--- src/sv/ssruc_pkg.sv ---
// Shared constants and types for the sorted set range union count block.
package ssruc_pkg;

    localparam int MAX_ENTRIES = 1024;
    localparam int ENTRY_W     = $clog2(MAX_ENTRIES + 1);
    localparam int COUNT_W     = 11;
    localparam int VALUE_W     = 32;

    // Word kinds carried on tuser.
    localparam logic KIND_LOAD  = 1'b0;
    localparam logic KIND_QUERY = 1'b1;

    // Both closed query intervals.
    typedef struct packed {
        logic signed [VALUE_W-1:0] first_low;
        logic signed [VALUE_W-1:0] first_high;
        logic signed [VALUE_W-1:0] second_low;
        logic signed [VALUE_W-1:0] second_high;
    } bounds_t;

    // Strobes broadcast to every cell of the chain.
    typedef struct packed {
        logic insert;   // shift right from the insertion point, drop value in
        logic capture;  // latch membership bit for the query
        logic shift;    // move membership bits one cell toward the head
    } cell_ctrl_t;

endpackage

--- src/sv/ssruc_tally.sv ---
// Query sequencer: shifts membership bits out of the chain head and counts them.
module ssruc_tally
    import ssruc_pkg::*;
(
    input  logic               aclk,
    input  logic               aresetn,
    input  logic               start,
    input  logic [ENTRY_W-1:0] entry_count,
    input  logic               head_bit,
    output logic               shift,
    output logic               busy,
    output logic               m_tvalid,
    input  logic               m_tready,
    output logic [15:0]        m_tdata   // [10:0] count
);

    localparam logic [1:0] ST_IDLE = 2'd0;
    localparam logic [1:0] ST_SCAN = 2'd1;
    localparam logic [1:0] ST_DONE = 2'd2;

    logic [1:0]         state_reg, state_next;
    logic [ENTRY_W-1:0] remain_reg, remain_next;
    logic [COUNT_W-1:0] total_reg, total_next;
    logic [COUNT_W-1:0] result_reg, result_next;
    logic               out_valid_reg, out_valid_next;

    always_comb begin
        state_next     = state_reg;
        remain_next    = remain_reg;
        total_next     = total_reg;
        result_next    = result_reg;
        out_valid_next = out_valid_reg && !m_tready;
        shift          = 1'b0;
        case (state_reg)
            ST_IDLE: begin
                if (start) begin
                    remain_next = entry_count;
                    total_next  = '0;
                    state_next  = ST_SCAN;
                end
            end
            ST_SCAN: begin
                if (remain_reg == '0) begin
                    state_next = ST_DONE;
                end else begin
                    total_next  = total_reg + COUNT_W'(head_bit);
                    remain_next = remain_reg - ENTRY_W'(1);
                    shift       = 1'b1;
                end
            end
            ST_DONE: begin
                if (!out_valid_reg || m_tready) begin
                    result_next    = total_reg;
                    out_valid_next = 1'b1;
                    state_next     = ST_IDLE;
                end
            end
            default: begin
                state_next = ST_IDLE;
            end
        endcase
    end

    always_ff @(posedge aclk) begin
        if (!aresetn) begin
            state_reg     <= ST_IDLE;
            out_valid_reg <= 1'b0;
        end else begin
            state_reg     <= state_next;
            out_valid_reg <= out_valid_next;
        end
    end

    always_ff @(posedge aclk) begin
        remain_reg <= remain_next;
        total_reg  <= total_next;
        result_reg <= result_next;
    end

    assign busy     = (state_reg != ST_IDLE);
    assign m_tvalid = out_valid_reg;
    assign m_tdata  = {{(16-COUNT_W){1'b0}}, result_reg};

endmodule
--- config.mk ---
export PLATFORM = sky130hd
export DESIGN_NAME = ssruc_tally
export DESIGN_NICKNAME = d
export VERILOG_FILES = /design/src/sv/ssruc_pkg.sv /design/src/sv/ssruc_tally.sv
export SDC_FILE = /design/constraint.sdc
export NUM_CORES = 1
export LEC_CHECK = 0
export BUFFER_PORTS_ARGS = -buffer_cell sky130_fd_sc_hd__buf_2
export CORE_MARGIN = 8
export CORE_UTILIZATION = 50
export DETAILED_ROUTE_END_ITERATION = 12
export PLACE_DENSITY = 0.73
export SETUP_SLACK_MARGIN = 0.4
export SYNTH_ARGS = -nofsm -noshare
export SYNTH_HDL_FRONTEND = slang
export SYNTH_SLANG_ARGS = --single-unit
--- constraint.sdc ---
create_clock -name aclk -period 8.2 [get_ports aclk]
set_input_delay 0.41 -clock aclk [delete_from_list [all_inputs] [get_ports aclk]]
set_output_delay 0.41 -clock aclk [all_outputs]
set_load 0.02 [all_outputs]
==> metrics.txt <==
status finished clean; power density over cell area 197 nW/µm²; Synth cell types 35; end of the worst hold path state_reg[1]; Fin Clk Skew 0.00841 ns; worst-path fanout max 4; Sw Ratio between 20% and 30%; Avg Inst Size Synth 12.2 µm²; number of synthesized register bits 36; number of synthesis warnings 0; startpoint types register; first-pass GRT wire length ~4800 µm; number of synthesized flops with an enable pin 33; dpl cells 213; setup violators final 0; DP Wirelength 2040 µm; Pint 296 µW; RR Startpoint remain_reg[0]; Worst R2R Path Depth 7; IO Pins 35; Setup CP Type register to output pin; Sequential Power Share ~60%; CP max stage delay 0.44 ns; Synth async-reset ratio 0%; Final Non-Filler Cells 221; First DRT Iteration DRCs 71; MaxCap Viol Count 0; Synth area leader edfxtp_1; Tcrit/Tclk final 30.3%; Fin. Hold Viols 0; Post-CTS Hold Fix Bufs 0; synth-to-layout area growth 15.2%; # diodes 0; TritonCTS clock tree done; Congestion Overflow GR 0; crit path max-delay cell type edfxtp_1; multi-input combinational cell area 623 µm²; Worst-Margin Slew 1.03 ns; H-tree Lvls 2; RR Endpoint remain_reg[0]; Post-CTS Resized 0; clock-pin slew on the worst setup and hold paths 0.11 ns; hold path startpoint aresetn; Synth area leaders edfxtp_1 (58%), xnor2_1 (4.1%), xor2_1 (4.1%); power share of the combinational group 9.7%; synth cell count leaders edfxtp_1 (33), nand2_1 (16), nor2_1 (14); Clock Power Share 31.6%; post-CTS setup buffers 0; Die Footprint 5570 µm²; Peak Freq 0.402 GHz; layout cells sized above 1 27.4%; core footprint about 3300 µm²; Vias 1098; Seq/Total Area, Yosys about three fifths; IR Drop Worst-Case VDD 0.0000764 V; Fill cells roughly 300; Die Wd 74.6 µm; IO buf count 29; initial antenna violation count 0; Final Max Tran Viols 0; total routed wirelength 2890 µm; Reg area 1050 µm²; post-synthesis cell count about 140; Total GRT Usage 11.5%; Initial Utilization just over 50%; final setup TNS 0 ns; vias in the first global route 1119; via/cell ratio 4.97; crit path DAT between 2 and 2.5 ns; worst path cell trace inv_1 -> ha_1 -> nor3b_2 -> nand2_1 -> nor4_2 -> nor2_1 -> buf_2; top_reg_cell synth edfxtp_1; most frequent cell after synthesis edfxtp_1; hold path cells 2; CTS root buf clkbuf_4; CTS buffer count 5; DRT antenna net count 0; Sink Count 36; clock period minus worst slack around 2.5 ns; flop2flop setup slack 6.08 ns; NumNets Final 193; Slew headroom 31.6%; Setup WS post-layout ~5.7 ns; Setup WS pre-CTS 6.07 ns; RSZ-0062 raised after global routing no; DR pass1 iterations 4; Psw 94.2 µW; routability cong. 0.803; Req. time, crit path a little under 8 ns; DR WL/cell 13.1 µm; worst-skew pair later-pin latency 0.33 ns; die extent in y 74.6 µm; Min-Delay Path Class input pin to register; top cell type's share of synthesized area ~58%; CP Capture Type output pin; pin count of the biggest net entering global routing 31; CTS max path bufs 2; Lkg Pwr 0.000738 µW; drt drc 0; std cell rows 21; Mapped Area 1720 µm²
cell usage in the layout (no fill, tap or decap), drive strengths merged, types with 4 or more instances in the layout:
master	Yosys	routed
o21ai	11	11
clkbuf	3	5
conb	1	5
nor4	4	4
xor2	8	8
nor2	14	14
nand2	16	16
edfxtp	33	33
inv	4	4
xnor2	8	8
buf	5	30
power groups by stage:
stage / clock (µW) / sequential [µW] / combinational, µW
2_1_floorplan: 0 / 231 / 29.8
3_3_place_gp: 0 / 232 / 37.0
3_5_place_dp: 0 / 233 / 37.6
4_1_cts: 129 / 229 / 38.1
5_1_grt: 135 / 231 / 42.6
6_report: 123 / 229 / 37.8
how the worst max path moves through the flow:
stage | to | startpoint | depth (start not counted) | slack, ns
floorplan | remain_reg[0] | remain_reg[0] | 6 | 5.07
global placement | shift | remain_reg[0] | 7 | 6.16
detailed placement | shift | remain_reg[0] | 7 | 6.07
CTS | shift | remain_reg[0] | 7 | 5.67
global route | shift | remain_reg[0] | 7 | 5.50
finish | shift | remain_reg[0] | 7 | 5.71
metrics by stage:
stage | power, µW | utilization [%] | hold slack, ns | cell area [µm²]
global placement | 269 | 57.4 | 0.443 | 1900
floorplan | 260 | - | 0.431 | 1730
detailed placement | 271 | 57.4 | 0.448 | 1900
finish | 390 | 59.8 | 0.331 | 1980
global route | 409 | 59.8 | 0.303 | 1980
CTS | 396 | 59.8 | 0.311 | 1980
per-layer routing:
metal  GRT usage [%]  wire, µm
met5               0         0
met1            13.2      1260
met4            5.22        19
met2            18.4      1440
met3            4.79       160
kinds of logic after synthesis:
group           after synthesis  synth area share (%)
simple gates                 55                  18.1
fa+ha+maj                     3                  2.19
buf+inv                      12                  3.71
xor+xnor                     16                  8.16
flops                        36                  61.2
other cells                   1                 0.218
compound gates               18                  6.48
layout make-up:
| type | count | area share, % |
|---|---|---|
| Timing Repair Buffer | 30 | 7.71 |
| Sequential cell | 36 | 53.1 |
| Multi-Input combinational cell | 97 | 31.5 |
| Clock inverter | 3 | 2.15 |
| Tap cell | 46 | 2.91 |
| Inverter | 4 | 0.759 |
| Clock buffer | 5 | 1.90 |
critical path, delay by kind of cell (launching register included):
kind	cells	cell delay, ns
fa+ha+maj	1	0.17
buf+inv	2	0.28
flops	1	0.44
simple gates	4	0.85
(Power assumes the default switching activity.)
