==> config.mk <==
export PLATFORM = sky130hd
export DESIGN_NAME = ssruc_cell
export DESIGN_NICKNAME = d
export VERILOG_FILES = /design/src/sv/ssruc_pkg.sv /design/src/sv/ssruc_cell.sv
export SDC_FILE = /design/constraint.sdc
export NUM_CORES = 1
export LEC_CHECK = 0
export ABC_AREA = 1
export BUFFER_PORTS_ARGS = -buffer_cell sky130_fd_sc_hd__buf_2
export CAP_MARGIN = 20
export CORE_ASPECT_RATIO = 0.5
export CORE_MARGIN = 1
export CORE_UTILIZATION = 39
export DETAILED_ROUTE_END_ITERATION = 10
export PLACE_DENSITY = 0.71
export SYNTH_ARGS = -nofsm -noshare
export SYNTH_HDL_FRONTEND = slang
export SYNTH_SLANG_ARGS = --single-unit
==> constraint.sdc <==
create_clock -name aclk -period 8.6 [get_ports aclk]
set_input_delay 0.43 -clock aclk [delete_from_list [all_inputs] [get_ports aclk]]
set_output_delay 0.43 -clock aclk [all_outputs]
set_load 0.01 [all_outputs]
==> src/sv/ssruc_pkg.sv <==
// Shared constants and types for the sorted set range union count block.
package ssruc_pkg;

    localparam int MAX_ENTRIES = 1024;
    localparam int ENTRY_W     = $clog2(MAX_ENTRIES + 1);
    localparam int COUNT_W     = 11;
    localparam int VALUE_W     = 32;

    // Word kinds carried on tuser.
    localparam logic KIND_LOAD  = 1'b0;
    localparam logic KIND_QUERY = 1'b1;

    // Both closed query intervals.
    typedef struct packed {
        logic signed [VALUE_W-1:0] first_low;
        logic signed [VALUE_W-1:0] first_high;
        logic signed [VALUE_W-1:0] second_low;
        logic signed [VALUE_W-1:0] second_high;
    } bounds_t;

    // Strobes broadcast to every cell of the chain.
    typedef struct packed {
        logic insert;   // shift right from the insertion point, drop value in
        logic capture;  // latch membership bit for the query
        logic shift;    // move membership bits one cell toward the head
    } cell_ctrl_t;

endpackage

==> src/sv/ssruc_cell.sv <==
// One cell of the sorted chain: stored value, valid flag, membership bit.
module ssruc_cell
    import ssruc_pkg::*;
(
    input  logic                      aclk,
    input  logic                      aresetn,
    input  cell_ctrl_t                ctrl,
    input  logic signed [VALUE_W-1:0] new_value,
    input  bounds_t                   bounds,
    input  logic signed [VALUE_W-1:0] left_value,
    input  logic                      left_gt,
    input  logic                      left_valid,
    input  logic                      right_bit,
    output logic signed [VALUE_W-1:0] value,
    output logic                      gt,
    output logic                      valid,
    output logic                      hit
);

    logic signed [VALUE_W-1:0] value_reg;
    logic                      valid_reg;
    logic                      hit_reg;
    logic                      take;
    logic                      in_first;
    logic                      in_second;

    // Stored values ascend along the chain, so gt marks a suffix of valid cells.
    assign gt   = valid_reg && (value_reg > new_value);
    assign take = gt || (!valid_reg && left_valid);

    assign in_first  = (bounds.first_low <= value_reg)
                       && (value_reg <= bounds.first_high);
    assign in_second = (bounds.second_low <= value_reg)
                       && (value_reg <= bounds.second_high);

    always_ff @(posedge aclk) begin
        if (ctrl.insert && take) begin
            value_reg <= left_gt ? left_value : new_value;
        end
    end

    always_ff @(posedge aclk) begin
        if (!aresetn) begin
            valid_reg <= 1'b0;
            hit_reg   <= 1'b0;
        end else begin
            if (ctrl.insert) begin
                valid_reg <= valid_reg | left_valid;
            end
            if (ctrl.capture) begin
                hit_reg <= valid_reg && (in_first || in_second);
            end else if (ctrl.shift) begin
                hit_reg <= right_bit;
            end
        end
    end

    assign value = value_reg;
    assign valid = valid_reg;
    assign hit   = hit_reg;

endmodule

==> results.txt <==
Status -> complete, no violations
Layout Cells excl Fill -> 1213
TritonCTS clock tree -> built
Total Routing Usage GR -> 22.6%
Seq/Total Area, Yosys -> 18.0%
Main combinational cell family by area after synthesis -> adder cells
Ys flop type -> edfxtp_1
Netlist cell types -> 29
RSZ-0062 raised after global routing -> no
Pwr Density -> 101 nW/um^2
Cell taking the most area after synthesis -> ha_1
Mux cell area share after synthesis -> 0.405%
Fillers -> 1381
CP Launch Type -> flop
RePlAce Congestion -> 0.916
Routed WL per cell -> 13.6 um
Clock Sinks -> 34
Die W -> 171 um
Inserted Diodes -> 0
GRT Residual Overflow -> 0
Max_cap viols -> 0
H-tree lvl count -> 2
Clock tree buffer depth -> 2
Syn Nets -> 1145
Hold Path Origin -> ctrl[1]
Vias per cell -> 4.84
Compound-gate portion of the synthesized area -> 13.6%
Io pins -> 235
Final #Nets -> 1380
Clk root buf -> clkbuf_16
Min-delay worst type -> input port to flop
Largest net degree at the start of global routing -> 64
First-pass GRT wire length -> 26000 um
Ys async rst share -> 0%
Worst setup EP type -> output port
Multi-input gate area -> 3910 sq um
Pleak -> 4.27 nW
Register Area -> 1000 sq um
Synth cell count leaders -> 194 x nand2_1, 161 x inv_1, 160 x ha_1
Clock Pin Slew Worst Setup and Hold Paths -> 0.06 ns
Worst-skew pair later-pin latency -> 0.29 ns
DRT Wirelength -> 16500 um
Final period util -> 37.0%
Synth Register Bits -> 34
Setup ws final -> 5.42 ns
Setup WS pre-CTS -> 5.18 ns
Max Clock Skew -> 0.00703 ns
Post-cts hold buffer count -> 0
Vias in the first global route -> 5568
Simple-gate share of the synthesized area -> 20.2%
WP data arrival -> 2.75 ns
Max FFs per register -> 32
Crit path from -> value[31]$_DFFE_PP_
TNS Setup -> 0 ns
Post-Layout Inst Area -> 7140 sq um
R2r startpoint -> value[31]$_DFFE_PP_
Yosys synthesis warning count -> 0
Routed Antenna Nets -> 0
DIE HEIGHT -> 86.4 um
Die ar. -> 14800 sq um
Cell with the most instances after synthesis -> nand2_1
Final hold slack -> 0.333 ns
Antenna violations before repair -> 0
Postcts setup bufs -> 0
Post-DP Area -> 6950 sq um
Max_slew headroom -> 35.0%
Synth area leaders -> ha_1 36%, edfxtp_1 17%, nand2_1 13%
Final setup vio count -> 0
DRC -> 0
DR vias -> 5872
Maximum fanout along the worst path -> 5
Gate count after technology mapping -> 785
Number of synthesized flops with an enable pin -> 32
Worst IR Drop VDD -> 0.000109 V
Syn Area/Cell -> 7.08 sq um
Port bufs -> 234
Worst-margin pin slew -> 0.975 ns
Share of the synthesized area in the top cell type -> 36.0%
Tmin final -> 3.18 ns
Placed Cells -> 1204
Final Max Tran Viols -> 0
Post-DP HPWL -> 14700 um
Share of cells above drive strength 1 -> 25.3%
Post-Synth XOR/XNOR Area -> 0%
Core Region -> 13700 sq um
F_max -> 0.314 GHz
Crit Path Class -> flop to output port
Final Hold Viols -> 0
Syn-to-layout area delta -> 28.5%
Post-Syn Area -> 5560 sq um
FP Rows -> 30
Post-CTS resize count -> 0
Initial core utilization -> 40.4%
Drt initial violations -> 334
DR pass1 iterations -> 5
CP required -> 8.17 ns
Adder-Cell Fraction of Synth Area -> 36.0%
TritonCTS Buffers -> 5
## path summary, 6_finish.rpt
| path | slack (ns) | endpoint | cells after the start |
|---|---|---|---|
| setup / recovery | 5.42 | gt | 9 |
| hold / removal | 0.33 | hit$_SDFFE_PN0P_ | 2 |
| setup reg to reg | 5.63 | value[13]$_DFFE_PP_ | 9 |
| hold reg to reg | 0.64 | valid$_SDFFE_PN0P_ | 2 |
## layer usage
metal / vias up / track usage, % / share of wire, %
li1: 3047 / - / -
met1: 2652 / 31.3 / 48
met2: 159 / 38.0 / 45
met3: 14 / 2.74 / 6.1
met4: 0 / 4.59 / 0.97
met5: - / 0 / 0
## layout make-up
cell class / instances / share of cell area (%)
Inverter: 167 / 8.78
Timing Repair Buffer: 235 / 16.7
Tap cell: 192 / 3.37
Clock buffer: 5 / 1.75
Multi-Input combinational cell: 577 / 54.8
Clock inverter: 3 / 0.561
Sequential cell: 34 / 14.0
## kinds of logic after synthesis
group / count (synthesis)
mux: 2
simple gates: 274
compound gates: 141
buf+inv: 174
flops: 34
fa+ha+maj: 160
## stage by stage
| step | util [%] | total power, W |
|---|---|---|
| 2_1_floorplan | - | 0.000394 |
| 3_3_place_gp | 50.6 | 0.000499 |
| 3_5_place_dp | 50.6 | 0.000512 |
| 4_1_cts | 51.8 | 0.000722 |
| 5_1_grt | 52.0 | 0.000778 |
| 6_report | 52.0 | 0.000720 |
## where the power goes
part	internal, W	total, W	switching, W	leakage, nW
Sequential	0.000197	0.000215	0.0000180	0.321
Combinational	0.000131	0.000296	0.000164	3.87
Clock	0.000136	0.000209	0.0000737	0.0836
## worst max-delay path, cell delays in order, from the launching register on
cell      delay, ns
edfxtp_1       0.48
ha_1           0.47
nand4_1        0.15
nor3_1         0.39
and3_1         0.27
nand2_1        0.08
nand3_1        0.08
nand3_1        0.14
nor2_1         0.20
buf_2          0.19
## cell usage in the layout (no fill, tap or decap)
| cell | count |
|---|---|
| a211oi_1 | 1 |
| a21o_1 | 5 |
| a21oi_1 | 73 |
| a21oi_2 | 2 |
| a21oi_4 | 1 |
| and3_1 | 1 |
| buf_12 | 1 |
| buf_2 | 234 |
| bufinv_16 | 1 |
| clkbuf_16 | 5 |
| clkinv_1 | 4 |
| clkinv_2 | 2 |
| dfxtp_1 | 2 |
| edfxtp_1 | 32 |
| ha_1 | 160 |
| inv_1 | 161 |
| inv_2 | 2 |
| mux2_2 | 2 |
| nand2_1 | 194 |
| nand2_2 | 2 |
| nand3_1 | 16 |
| nand3_2 | 1 |
| nand4_1 | 10 |
| nand4_4 | 1 |
| nor2_1 | 43 |
| nor2_2 | 2 |
| nor3_1 | 3 |
| nor3b_2 | 1 |
| o211ai_1 | 1 |
| o21a_1 | 7 |
| o21a_2 | 1 |
| o21ai_0 | 47 |
| o21ai_1 | 2 |
| o221ai_1 | 1 |
No activity file was read; power rests on OpenSTA's default activity.
